===== config.mk =====
export PLATFORM = sky130hd
export DESIGN_NAME = utf8_or_cp1252_to_utf16_unit
export DESIGN_NICKNAME = d
export VERILOG_FILES = /design/src/hdl/u2u16_pkg.sv /design/src/hdl/utf8_or_cp1252_to_utf16_unit.sv /design/src/hdl/u2u16_decode.sv /design/src/hdl/u2u16_res_fifo.sv
export SDC_FILE = /design/constraint.sdc
export NUM_CORES = 1
export LEC_CHECK = 0
export BUFFER_PORTS_ARGS = -buffer_cell sky130_fd_sc_hd__buf_4
export CORE_MARGIN = 2
export CORE_UTILIZATION = 25
export CTS_CLUSTER_DIAMETER = 50
export DETAILED_ROUTE_END_ITERATION = 10
export SYNTH_ARGS = -nofsm -noshare
export SYNTH_HDL_FRONTEND = slang
export SYNTH_SLANG_ARGS = --single-unit

===== constraint.sdc =====
create_clock -name aclk -period 19.32 [get_ports aclk]
set_input_delay 0.966 -clock aclk [delete_from_list [all_inputs] [get_ports aclk]]
set_output_delay 0.966 -clock aclk [all_outputs]
set_load 0.01 [all_outputs]

===== src/hdl/u2u16_pkg.sv =====
// Shared types, codes and tables of the byte-stream to UTF-16 converter.
`timescale 1ns / 1ps

package u2u16_pkg;

    // Result status codes
    localparam logic [1:0] STATUS_OK       = 2'd0;
    localparam logic [1:0] STATUS_ABORT    = 2'd1;
    localparam logic [1:0] STATUS_CAPACITY = 2'd2;

    // Configuration register indexes
    localparam logic [1:0] CFG_SOURCE_IS_UTF8  = 2'd0;
    localparam logic [1:0] CFG_STOP_ON_INVALID = 2'd1;
    localparam logic [1:0] CFG_STOP_AT_NUL     = 2'd2;
    localparam logic [1:0] CFG_OUT_CAPACITY    = 2'd3;

    // Code point constants
    localparam logic [20:0] CP_REPLACEMENT = 21'h00FFFD;
    localparam logic [20:0] CP_MAX         = 21'h10FFFF;
    localparam logic [20:0] CP_BMP_MAX     = 21'h00FFFF;
    localparam logic [20:0] CP_PLANE1      = 21'h010000;
    localparam logic [15:0] HI_SURROGATE   = 16'hD800;
    localparam logic [15:0] LO_SURROGATE   = 16'hDC00;

    // Result queue depth
    localparam int RES_DEPTH = 4;
    localparam int RES_PTR_W = $clog2(RES_DEPTH);

    // Windows-1252 code points for bytes 0x80..0x9F
    localparam logic [15:0] CP1252_HI [0:31] = '{
        16'h20AC, 16'h0081, 16'h201A, 16'h0192, 16'h201E, 16'h2026, 16'h2020, 16'h2021,
        16'h02C6, 16'h2030, 16'h0160, 16'h2039, 16'h0152, 16'h008D, 16'h017D, 16'h008F,
        16'h0090, 16'h2018, 16'h2019, 16'h201C, 16'h201D, 16'h2022, 16'h2013, 16'h2014,
        16'h02DC, 16'h2122, 16'h0161, 16'h203A, 16'h0153, 16'h009D, 16'h017E, 16'h0178
    };

    typedef struct packed {
        logic [15:0] code_unit;
        logic [1:0]  status;
        logic        saw_invalid;
        logic        is_last;
        logic [15:0] unit_count;
    } u2u16_result_t;

    typedef struct packed {
        logic [20:0] partial;
        logic [1:0]  need;
        logic [15:0] produced;
        logic        draining;
    } u2u16_state_t;

    typedef struct packed {
        logic        source_is_utf8;
        logic        stop_on_invalid;
        logic        stop_at_nul;
        logic [15:0] out_capacity;
    } u2u16_cfg_t;

endpackage


===== src/hdl/utf8_or_cp1252_to_utf16_unit.sv =====
// Top level of the UTF-8 / Windows-1252 to UTF-16 converter.
//
//   Channel   Ports         Carries
//   s_        valid/ready   one source byte and its last-byte mark per request
//   m_        valid/ready   one UTF-16 code unit with status and count per request
//   cfg_      write only    register index and data, taken on cfg_wr_en
//
// One byte is taken per cycle while the result queue has room; a byte that
// yields a surrogate pair or a replacement plus a unit gives two results, and
// a byte inside an open sequence gives none. A request passes the input
// register, then the four-entry result queue, before its first result is shown.
// Decode stalls while the queue has fewer than two free entries.
// Reset is synchronous and active low and restores the register defaults.
`timescale 1ns / 1ps

module utf8_or_cp1252_to_utf16_unit (
    input  logic        aclk,
    input  logic        aresetn,
    input  logic        cfg_wr_en,
    input  logic [1:0]  cfg_index,
    input  logic [15:0] cfg_wr_data,
    input  logic        s_valid,
    output logic        s_ready,
    input  logic [7:0]  s_in_byte,
    input  logic        s_in_last,
    output logic        m_valid,
    input  logic        m_ready,
    output logic [15:0] m_code_unit,
    output logic [1:0]  m_status,
    output logic        m_saw_invalid,
    output logic        m_is_last,
    output logic [15:0] m_unit_count
);
    import u2u16_pkg::*;

    u2u16_cfg_t          cfg_reg;
    u2u16_state_t        state_reg, state_next;
    logic                in_vld_reg;
    logic [7:0]          in_byte_reg;
    logic                in_last_reg;
    logic                fire;
    logic                room;
    logic [1:0]          dec_cnt;
    u2u16_result_t [1:0] dec_res;
    u2u16_result_t       head;
    logic                pop;

    // Configuration registers
    always_ff @(posedge aclk) begin
        if (!aresetn) begin
            cfg_reg.source_is_utf8  <= 1'b1;
            cfg_reg.stop_on_invalid <= 1'b0;
            cfg_reg.stop_at_nul     <= 1'b0;
            cfg_reg.out_capacity    <= 16'd0;
        end else if (cfg_wr_en) begin
            unique case (cfg_index)
                CFG_SOURCE_IS_UTF8:  cfg_reg.source_is_utf8  <= cfg_wr_data[0];
                CFG_STOP_ON_INVALID: cfg_reg.stop_on_invalid <= cfg_wr_data[0];
                CFG_STOP_AT_NUL:     cfg_reg.stop_at_nul     <= cfg_wr_data[0];
                CFG_OUT_CAPACITY:    cfg_reg.out_capacity    <= cfg_wr_data;
                default: ;
            endcase
        end
    end

    // Input register: take a new request whenever the held one moves on
    assign fire    = in_vld_reg && room;
    assign s_ready = !in_vld_reg || fire;

    always_ff @(posedge aclk) begin
        if (!aresetn) begin
            in_vld_reg <= 1'b0;
        end else if (s_ready) begin
            in_vld_reg <= s_valid;
        end
    end

    always_ff @(posedge aclk) begin
        if (s_valid && s_ready) begin
            in_byte_reg <= s_in_byte;
            in_last_reg <= s_in_last;
        end
    end

    // Stream state advances once per decoded byte
    always_ff @(posedge aclk) begin
        if (!aresetn) begin
            state_reg <= '0;
        end else if (fire) begin
            state_reg <= state_next;
        end
    end

    u2u16_decode u_decode (
        .cfg        (cfg_reg),
        .state      (state_reg),
        .in_byte    (in_byte_reg),
        .in_last    (in_last_reg),
        .res_cnt    (dec_cnt),
        .res        (dec_res),
        .state_next (state_next)
    );

    // Mark the final result of a stream that ends on this byte
    u2u16_result_t [1:0] push_res;
    logic                ends_here;

    assign ends_here = in_last_reg || state_next.draining;

    always_comb begin
        push_res = dec_res;
        if (ends_here && !state_reg.draining && dec_cnt != 2'd0) begin
            push_res[dec_cnt[1]].is_last = 1'b1;
        end
    end

    assign pop = m_valid && m_ready;

    u2u16_res_fifo u_res_fifo (
        .aclk       (aclk),
        .aresetn    (aresetn),
        .push_cnt   (fire ? dec_cnt : 2'd0),
        .push_data  (push_res),
        .pop        (pop),
        .room       (room),
        .head_valid (m_valid),
        .head       (head)
    );

    assign m_code_unit   = head.code_unit;
    assign m_status      = head.status;
    assign m_saw_invalid = head.saw_invalid;
    assign m_is_last     = head.is_last;
    assign m_unit_count  = head.unit_count;

    // A byte seen while draining produces nothing
    assert property (@(posedge aclk) disable iff (!aresetn)
        fire && state_reg.draining |-> dec_cnt == 2'd0)
        else $error("results produced while draining");

    // Error results always close the stream
    assert property (@(posedge aclk) disable iff (!aresetn)
        m_valid && m_status != STATUS_OK |-> m_is_last)
        else $error("error result not marked last");

    // Capacity errors carry no unit and no invalid flag
    assert property (@(posedge aclk) disable iff (!aresetn)
        m_valid && m_status == STATUS_CAPACITY |-> m_code_unit == 16'd0 && !m_saw_invalid)
        else $error("malformed capacity error result");

    // Stream state is clear after the last byte
    assert property (@(posedge aclk) disable iff (!aresetn)
        fire && in_last_reg |=> state_reg == '0)
        else $error("stream state not cleared at end");

endmodule


===== src/hdl/u2u16_decode.sv =====
// Decode of one source byte into up to two UTF-16 results and the next stream state.
`timescale 1ns / 1ps

module u2u16_decode (
    input  u2u16_pkg::u2u16_cfg_t          cfg,
    input  u2u16_pkg::u2u16_state_t        state,
    input  logic [7:0]                     in_byte,
    input  logic                           in_last,
    output logic [1:0]                     res_cnt,
    output u2u16_pkg::u2u16_result_t [1:0] res,
    output u2u16_pkg::u2u16_state_t        state_next
);
    import u2u16_pkg::*;

    // One code point request: a plain emit, a malformed mark, or a terminator
    typedef struct packed {
        logic        vld;
        logic        malf;
        logic        term;
        logic [20:0] cp;
    } req_t;

    typedef struct packed {
        req_t        req;
        logic [20:0] pcp;
        logic [1:0]  need;
    } lead_t;

    // Decode a byte found at a character boundary
    function automatic lead_t lead_decode(input logic [7:0] b, input logic nul_en,
                                          input logic [20:0] pcp_in);
        lead_t l;
        l      = '0;
        l.pcp  = pcp_in;
        priority if (nul_en && b == 8'h00) begin
            l.req.vld  = 1'b1;
            l.req.term = 1'b1;
        end else if (b < 8'h80) begin
            l.req.vld = 1'b1;
            l.req.cp  = {13'd0, b};
        end else if (b < 8'hC0) begin
            l.req.vld  = 1'b1;
            l.req.malf = 1'b1;
        end else if (b < 8'hE0) begin
            l.pcp  = {16'd0, b[4:0]};
            l.need = 2'd1;
        end else if (b < 8'hF0) begin
            l.pcp  = {17'd0, b[3:0]};
            l.need = 2'd2;
        end else if (b < 8'hF8) begin
            l.pcp  = {18'd0, b[2:0]};
            l.need = 2'd3;
        end else begin
            l.req.vld  = 1'b1;
            l.req.malf = 1'b1;
        end
        return l;
    endfunction

    function automatic u2u16_result_t mk_result(input logic [15:0] unit, input logic [1:0] st,
                                                input logic inv, input logic [15:0] cnt);
        u2u16_result_t r;
        r.code_unit   = unit;
        r.status      = st;
        r.saw_invalid = inv;
        r.is_last     = 1'b0;
        r.unit_count  = cnt;
        return r;
    endfunction

    function automatic logic [15:0] sat_inc(input logic [15:0] v);
        return (v == 16'hFFFF) ? v : v + 16'd1;
    endfunction

    req_t [2:0]  req;
    lead_t       lead;
    logic [20:0] pcp_n;
    logic [1:0]  need_n;
    logic [20:0] cp1252_cp;

    // Build the code point requests for this byte
    always_comb begin
        req       = '0;
        pcp_n     = state.partial;
        need_n    = state.need;
        cp1252_cp = (in_byte[7:5] == 3'b100) ? {5'd0, CP1252_HI[in_byte[4:0]]}
                                             : {13'd0, in_byte};
        lead      = lead_decode(in_byte, cfg.stop_at_nul, state.partial);
        if (!cfg.source_is_utf8) begin
            need_n     = 2'd0;
            req[0].vld = 1'b1;
            req[0].cp  = cp1252_cp;
            req[0].term = cfg.stop_at_nul && (in_byte == 8'h00);
        end else if (state.need != 2'd0) begin
            if (in_byte[7:6] == 2'b10) begin
                pcp_n  = {state.partial[14:0], in_byte[5:0]};
                need_n = state.need - 2'd1;
                if (need_n == 2'd0) begin
                    req[0].vld = 1'b1;
                    req[0].cp  = pcp_n;
                end
            end else begin
                // Bad continuation: replace, then decode the byte as a new lead
                req[0].vld  = 1'b1;
                req[0].malf = 1'b1;
                req[1]      = lead.req;
                pcp_n       = lead.pcp;
                need_n      = lead.need;
            end
        end else begin
            req[0] = lead.req;
            pcp_n  = lead.pcp;
            need_n = lead.need;
        end
        // Sequence still open at the end of the stream
        if (in_last && need_n != 2'd0) begin
            req[2].vld  = 1'b1;
            req[2].malf = 1'b1;
        end
    end

    logic        ended;
    logic [15:0] produced;
    logic [1:0]  n;
    logic [20:0] cp;
    logic [19:0] v;
    logic [1:0]  units;
    logic [16:0] sum;
    logic        inv;

    // Turn requests into results, checking capacity and early end
    always_comb begin
        ended    = 1'b0;
        produced = state.produced;
        n        = 2'd0;
        res      = '0;
        cp       = '0;
        v        = '0;
        units    = 2'd1;
        sum      = '0;
        inv      = 1'b0;
        for (int i = 0; i < 3; i++) begin
            if (req[i].vld && !ended) begin
                if (req[i].malf && cfg.stop_on_invalid) begin
                    res[n[0]] = mk_result(16'd0, STATUS_ABORT, 1'b1, produced);
                    n         = n + 2'd1;
                    ended     = 1'b1;
                end else begin
                    cp  = req[i].malf ? CP_REPLACEMENT : req[i].cp;
                    inv = req[i].malf;
                    if (cp > CP_MAX) begin
                        cp = CP_REPLACEMENT;
                    end
                    units = (cp > CP_BMP_MAX) ? 2'd2 : 2'd1;
                    sum   = {1'b0, produced} + {15'd0, units};
                    if (cfg.out_capacity != 16'd0 && sum > {1'b0, cfg.out_capacity}) begin
                        res[n[0]] = mk_result(16'd0, STATUS_CAPACITY, 1'b0, produced);
                        n         = n + 2'd1;
                        ended     = 1'b1;
                    end else if (units == 2'd1) begin
                        produced  = sat_inc(produced);
                        res[n[0]] = mk_result(cp[15:0], STATUS_OK, inv, produced);
                        n         = n + 2'd1;
                    end else begin
                        v         = cp[19:0] - CP_PLANE1[19:0];
                        produced  = sat_inc(produced);
                        res[n[0]] = mk_result(HI_SURROGATE | {6'd0, v[19:10]}, STATUS_OK,
                                              inv, produced);
                        n         = n + 2'd1;
                        produced  = sat_inc(produced);
                        res[n[0]] = mk_result(LO_SURROGATE | {6'd0, v[9:0]}, STATUS_OK,
                                              inv, produced);
                        n         = n + 2'd1;
                    end
                    if (req[i].term) begin
                        ended = 1'b1;
                    end
                end
            end
        end
    end

    // Mark the stream end and advance the state
    always_comb begin
        res_cnt    = n;
        state_next = state;
        if (state.draining) begin
            res_cnt = 2'd0;
            if (in_last) begin
                state_next = '0;
            end
        end else if (ended || in_last) begin
            if (n != 2'd0) begin
                res_cnt = n;
            end
            state_next          = '0;
            state_next.draining = !in_last;
        end else begin
            state_next.partial  = pcp_n;
            state_next.need     = need_n;
            state_next.produced = produced;
        end
    end

endmodule


===== src/hdl/u2u16_res_fifo.sv =====
// Small result queue that takes up to two results a cycle and hands out one.
`timescale 1ns / 1ps

module u2u16_res_fifo (
    input  logic                           aclk,
    input  logic                           aresetn,
    input  logic [1:0]                     push_cnt,
    input  u2u16_pkg::u2u16_result_t [1:0] push_data,
    input  logic                           pop,
    output logic                           room,
    output logic                           head_valid,
    output u2u16_pkg::u2u16_result_t       head
);
    import u2u16_pkg::*;

    u2u16_result_t          mem_reg [RES_DEPTH];
    logic [RES_PTR_W-1:0]   wr_ptr_reg, wr_ptr_next;
    logic [RES_PTR_W-1:0]   rd_ptr_reg, rd_ptr_next;
    logic [RES_PTR_W:0]     count_reg, count_next;
    logic [RES_PTR_W-1:0]   wr_ptr_plus1;

    assign wr_ptr_plus1 = wr_ptr_reg + RES_PTR_W'(1);
    assign room         = count_reg <= (RES_PTR_W + 1)'(RES_DEPTH - 2);
    assign head_valid   = count_reg != '0;
    assign head         = mem_reg[rd_ptr_reg];

    // Advance pointers and the fill count
    always_comb begin
        wr_ptr_next = wr_ptr_reg + RES_PTR_W'(push_cnt);
        rd_ptr_next = rd_ptr_reg + RES_PTR_W'(pop);
        count_next  = count_reg + (RES_PTR_W + 1)'(push_cnt) - (RES_PTR_W + 1)'(pop);
    end

    always_ff @(posedge aclk) begin
        if (!aresetn) begin
            wr_ptr_reg <= '0;
            rd_ptr_reg <= '0;
            count_reg  <= '0;
        end else begin
            wr_ptr_reg <= wr_ptr_next;
            rd_ptr_reg <= rd_ptr_next;
            count_reg  <= count_next;
        end
    end

    // Store incoming results
    always_ff @(posedge aclk) begin
        if (push_cnt != 2'd0) begin
            mem_reg[wr_ptr_reg] <= push_data[0];
        end
        if (push_cnt == 2'd2) begin
            mem_reg[wr_ptr_plus1] <= push_data[1];
        end
    end

endmodule


-- Yosys cells after proc, flatten, opt, wreduce, memory -nomap -nowiden
Memories as Yosys holds them, arrays and structs flattened. A register that Yosys moved wholly into a read port is not among the register bits.
Cells that the tools add are included.
- $add $sub $neg: 22
- div/mod/pow operators: 0
- equal/unequal tests: 16
- shift-type cells: 0
- multiply operators: 0
- magnitude comparators: 26
- reductions and logical operators: 44
- muxes and demuxes: 144
- bitwise operators: 1
- operators by type and width (cell ; count):
    72-bit bitwise mux ; 11
    72-bit 2-to-1 mux ; 10
    36-bit 2-to-1 mux ; 10
    21-bit 2-to-1 mux ; 17
    16-bit 2-to-1 mux ; 22
    36-bit demux with 1-bit select ; 5
    23-bit 2-to-1 mux ; 5
    16-bit by 1-bit adder with 16-bit output, second input constant ; 6
    16-bit equality test, second input constant ; 6
    40-bit 2-to-1 mux ; 2
    24-bit 2-to-1 mux ; 3
    21-bit by 16-bit > comparator with 1-bit output, second input constant ; 3
    21-bit > comparator, second input constant ; 3
    20-bit by 17-bit subtractor with 20-bit output, second input constant ; 3
    2-bit 2-to-1 mux ; 27
    16-bit by 2-bit adder with 17-bit output ; 3
    17-bit by 16-bit > comparator with 1-bit output ; 3
    8-bit < comparator, second input constant ; 5
    39-bit 2-to-1 mux ; 1
    31-bit 2-to-1 mux ; 1
    1-bit 2-to-1 mux ; 27
    22-bit 2-to-1 mux ; 1
    1-bit logical AND ; 20
    17-bit 2-to-1 mux ; 1
    25 further kinds ; 58
- flip-flop bits (word level): 76
- RAM bits: 144
- latch bits: 0
- word-level logic and storage cells: 269
- input port bits: 32
- ROM bits: 512
- memories kept: 2
- memory list (memory ; depth ; width ; rd ports ; clocked after memory_dff ; wr ports ; RTL line ; source):
    (name not given) ; 32 ; 16 ; 1 ; 0 ; 0 ; u2u16_decode.sv:86 ; cp1252_cp = (in_byte[7:5] == 3'b100) ? {5'd0, CP1252_HI[in_byte[4:0]]}
    u_res_fifo.mem_reg ; 4 ; 36 ; 1 ; 1 ; 2 ; u2u16_res_fifo.sv:16 ; u2u16_result_t mem_reg [RES_DEPTH];

-- Logic depth before layout (Yosys ltp)
- word-level depth: 53
- depth in mapped cells: 73

-- Hierarchy
From an unflattened synthesis, not the netlist that was laid out.
- cells, all modules: 1949
- area total of the unflattened synthesis: 18540.3 sq um
- by module, submodules not included (module ; cells each ; instances ; area each (sq um)):
    u2u16_decode ; 1272 ; 1 ; 8270.4
    u2u16_res_fifo ; 390 ; 1 ; 7360.8
    utf8_or_cp1252_to_utf16_unit ; 287 ; 1 ; 2909.0

-- Worst setup path after synthesis
OpenSTA, ideal clock, no wires.
- path kind: register -> register
- start point: reg in_byte_reg[0]
- end point: mem u_res_fifo.mem_reg[0][9] in the netlist's numbering, data pin
- arrival: 13.851 ns
- setup slack: 5.192 ns
- library setup time: 0.277 ns
- clock period less this slack: 14.128 ns
- path buffers: 7
- data required time: 19.043 ns
- cell stages (with the launch flop): 67
- cells stage by stage: edfxtp_1 clkbuf_1 inv_1 ha_1 nor2b_1 nand4b_1 o21ai_0 o311ai_0 o2111ai_1 nor4_4 a21oi_2 inv_2 buf_2 clkbuf_1 ha_1 inv_1 fa_1 or3_1 (+31 left out) ha_1 nor2b_1 o21a_1 o21a_1 o21a_1 o21a_1 o21a_1 o21a_1 o21a_1 o21a_1 o21a_1 o21ai_0 a21oi_1 nand2b_1 a21oi_1 o21ai_0 a221oi_1 o211ai_1
- RTL lines (item ; RTL line ; source):
    from (decl) ; utf8_or_cp1252_to_utf16_unit.sv:39 ; logic [7:0] in_byte_reg;
    from (signal assigned) ; utf8_or_cp1252_to_utf16_unit.sv:80 ; in_byte_reg <= s_in_byte;
    to (decl) ; u2u16_res_fifo.sv:16 ;

==> impl_metrics.yaml <==
outcome:
  outcome: "finished clean"
route:
  antenna_left: 0
  vias: 16100
  drc: 0
  drtIter0Drc: 1618
  routed_wl_um: 70300
  viasPerCell: 5.55
  wl_per_cell_um: 24.3
  drt_first_pass_iters: 6
synth:
  ys.flop_type: "edfxtp_1"
  synth_edf_count: 153
  syn-instance-count: 1928
  yosys_warnings: 0
  synth_area_per_cell_um2: 9.00
  async_flop_share_pct: 0
  synth_cell_types: 102
  synth_seq_area_share_pct: 33.5
  synth_seq_cells: 214
  syn_area_mm2: 0.0174
finish:
  layout-drive-gt1-share_pct: 13.1
  final_cells: 2895
  layout.nets: 2050
  layout_commonest_cell: "nand2_1"
  mostFrequentLayoutCells: "211 x nand2_1, 153 x edfxtp_1, 138 x a21oi_1"
  syn2layout_area_growth_pct: 14.0
  fill_cells: 7319
  num_antenna_cells: 0
  largest_reg_flops: 144
floorplanning:
  core_mm2: 0.0687
  die_w_um: 268
  dieArea_mm2: 0.0716
  rows: 96
  die_height_um: 268
  ios: 70
  start_util_pct: 25.3
setup_path:
  cp_top_family: "compound AO/OA/AOI/OAI gates"
  cp-end-kind: "flip-flop"
  cp-start-kind: "flip-flop"
  r2r-start: "in_byte_reg[1]"
  critPathBufInv: 4
  crit_path_end: "u_res_fifo.mem_reg[3][9]"
  cp.required_ns: 19.62
  cp.depth: 56
  timing_worst_setup_path_type: "flip-flop to flip-flop"
  slowest_stage: "a211oi_1"
  worst_path_largest_cell_delay_ns: 0.74
  ff2ff_setup_slack_ns: 1.52
  crit_path_max_fanout: 29
  r2r_cells: 56
  critPathArrivalTime_ns: 18.09
  crit_path_frequent_cell: "ha_1"
  crit_start: "in_byte_reg[1]"
  r2r-end: "u_res_fifo.mem_reg[3][9]"
sta:
  hold_ws_ns: 0.485
  layout_min_cycle_time_ns: 17.80
  max_slew_margin_pct: 25.5
  fin_worst_skew_ns: 0.0147
  fin_crit_sh_pct: 92.1
  worstMarginPinSlew_ns: 1.12
  finalSetupViolations: 0
  fin_ws_ns: 1.52
  clock.fmax_mhz: 56.2
  rsz0062_at_grt: "no"
  finalSetupTns_ns: 0
  finalHoldViolations: 0
  drv_slew: 0
power_and_ir_drop:
  power.density_mw_per_mm2: 81.5
  ir_drop_uv: 66.8
  leakagePower_uw: 0.00710
  total_power_uw: 1610
clock_network:
  tritoncts: "yes"
  root_buffer: "clkbuf_16"
  cts_buffers: 27
  clkTransAtPathRegs_ns: 0.06
  clock_latency_ns: 0.58
  clkSinkCount: 214
  cts_buffer_depth: 3
  htree_levels: 1
global_routing:
  grt_first_pass_wirelength_um: 104000
  grt_antenna_before_repair: 0
  grt_overflow: 0
  grt_pass1_vias: 15600
  grt_util_all_layers_pct: 19.4
  grt_max_degree: 48
placed_design:
  place_ws_ns: 1.28
  gp_congestion: 1.00
  hpwl_um: 54000
  portBuffers: 69
  dp.cells: 2845
run:
  timing.max_cap.violations: 0
worst_hold_path:
  hold_class: "flip-flop to flip-flop"
[through the flow]
| step | utilization, % | cell area [um^2] |
|---|---|---|
| 2_1_floorplan | - | 17400 |
| 3_3_place_gp | 27.5 | 18900 |
| 3_5_place_dp | 27.5 | 18900 |
| 4_1_cts | 28.8 | 19800 |
| 5_1_grt | 28.8 | 19800 |
| 6_report | 28.8 | 19800 |
[power by group]
group	total (uW)	leakage (uW)	switching, uW	internal [uW]
combinational	520	0.00473	310	210
clock	521	0.000452	214	308
sequential	572	0.00191	27.3	545
total	1610	0.00710	551	1060
[cell type report]
| class | count | area (um^2) | share of cell area [%] |
|---|---|---|---|
| clock inverter | 11 | 144 | 0.727 |
| timing repair buffer | 111 | 833 | 4.21 |
| multi-input combinational | 1537 | 10900 | 54.9 |
| tap | 931 | 1160 | 5.88 |
| sequential | 214 | 5820 | 29.4 |
| inverter | 52 | 198 | 0.999 |
| clock buffer | 39 | 769 | 3.89 |
[Yosys cell counts (all sizes together), types with 16 or more instances]
library cell	count	area share [%]
nor2b	31	1.1
or4	16	0.71
nand2b	17	0.61
nand3	54	1.6
a21boi	24	1.0
nor4	29	1.5
and2	39	1.4
a211oi	22	1.0
nor3	43	1.3
or3	19	0.68
o21a	23	0.99
xor2	24	1.2
nand2	212	4.6
a22oi	18	0.78
o31ai	16	0.83
mux2i	110	6.3
o211ai	28	1.2
clkbuf	92	2.0
edfxtp	153	26
mux4	36	4.7
nor2	139	3.0
buf	34	1.2
ha	72	5.2
xnor2	57	2.9
o21ai	103	3.0
a21oi	141	4.1
a31oi	30	1.2
inv	52	1.1
nand4	44	1.7
dfxtp	61	7.0
[worst min path at each step]
stage | startpoint | to | slack [ns] | cells after the start
finish | cfg_reg[11] | cfg_reg[11] | 0.48 | 2
global route | cfg_reg[1] | cfg_reg[1] | 0.52 | 2
global placement | cfg_reg[12] | cfg_reg[12] | 0.47 | 2
floorplan | cfg_reg[15] | cfg_reg[15] | 0.46 | 2
detailed placement | cfg_reg[13] | cfg_reg[13] | 0.48 | 2
CTS | cfg_reg[13] | cfg_reg[13] | 0.49 | 2
[tightest hold or removal path: stages, from the launching register on]
cell	delay, ns
dfxtp_1	0.32
nand2_1	0.05
a21boi_0	0.06
[routing by layer]
| layer | vias to the layer above | part of all wire, % | GRT usage (%) |
|---|---|---|---|
| met4 | 0 | 3.3 | 6.34 |
| li1 | 7335 | - | - |
| met5 | - | 0 | 0 |
| met3 | 127 | 7.2 | 2.70 |
| met1 | 7916 | 45 | 26.9 |
| met2 | 690 | 45 | 30.9 |
[cells by family (layout without fill, tap and decap cells)]
family	Yosys count	count (layout)	synth area share [%]
and+or+nand+nor	703	703	21.1
AOI/OAI and AO/OA	523	523	20.1
DFF	214	214	33.5
buffers and inverters	178	213	4.32
muxes	152	152	11.4
xor gates and xnor gates	81	81	4.09
adders and majority gates	75	75	5.54
other	2	3	0.0433
[what timing repair did]
action	in CTS	in global routing
resized for setup	0	1
hold buffers	0	0
endpoints found under the setup margin	0	4
setup buffers	0	0
No activity file was read; power rests on OpenSTA's default activity.
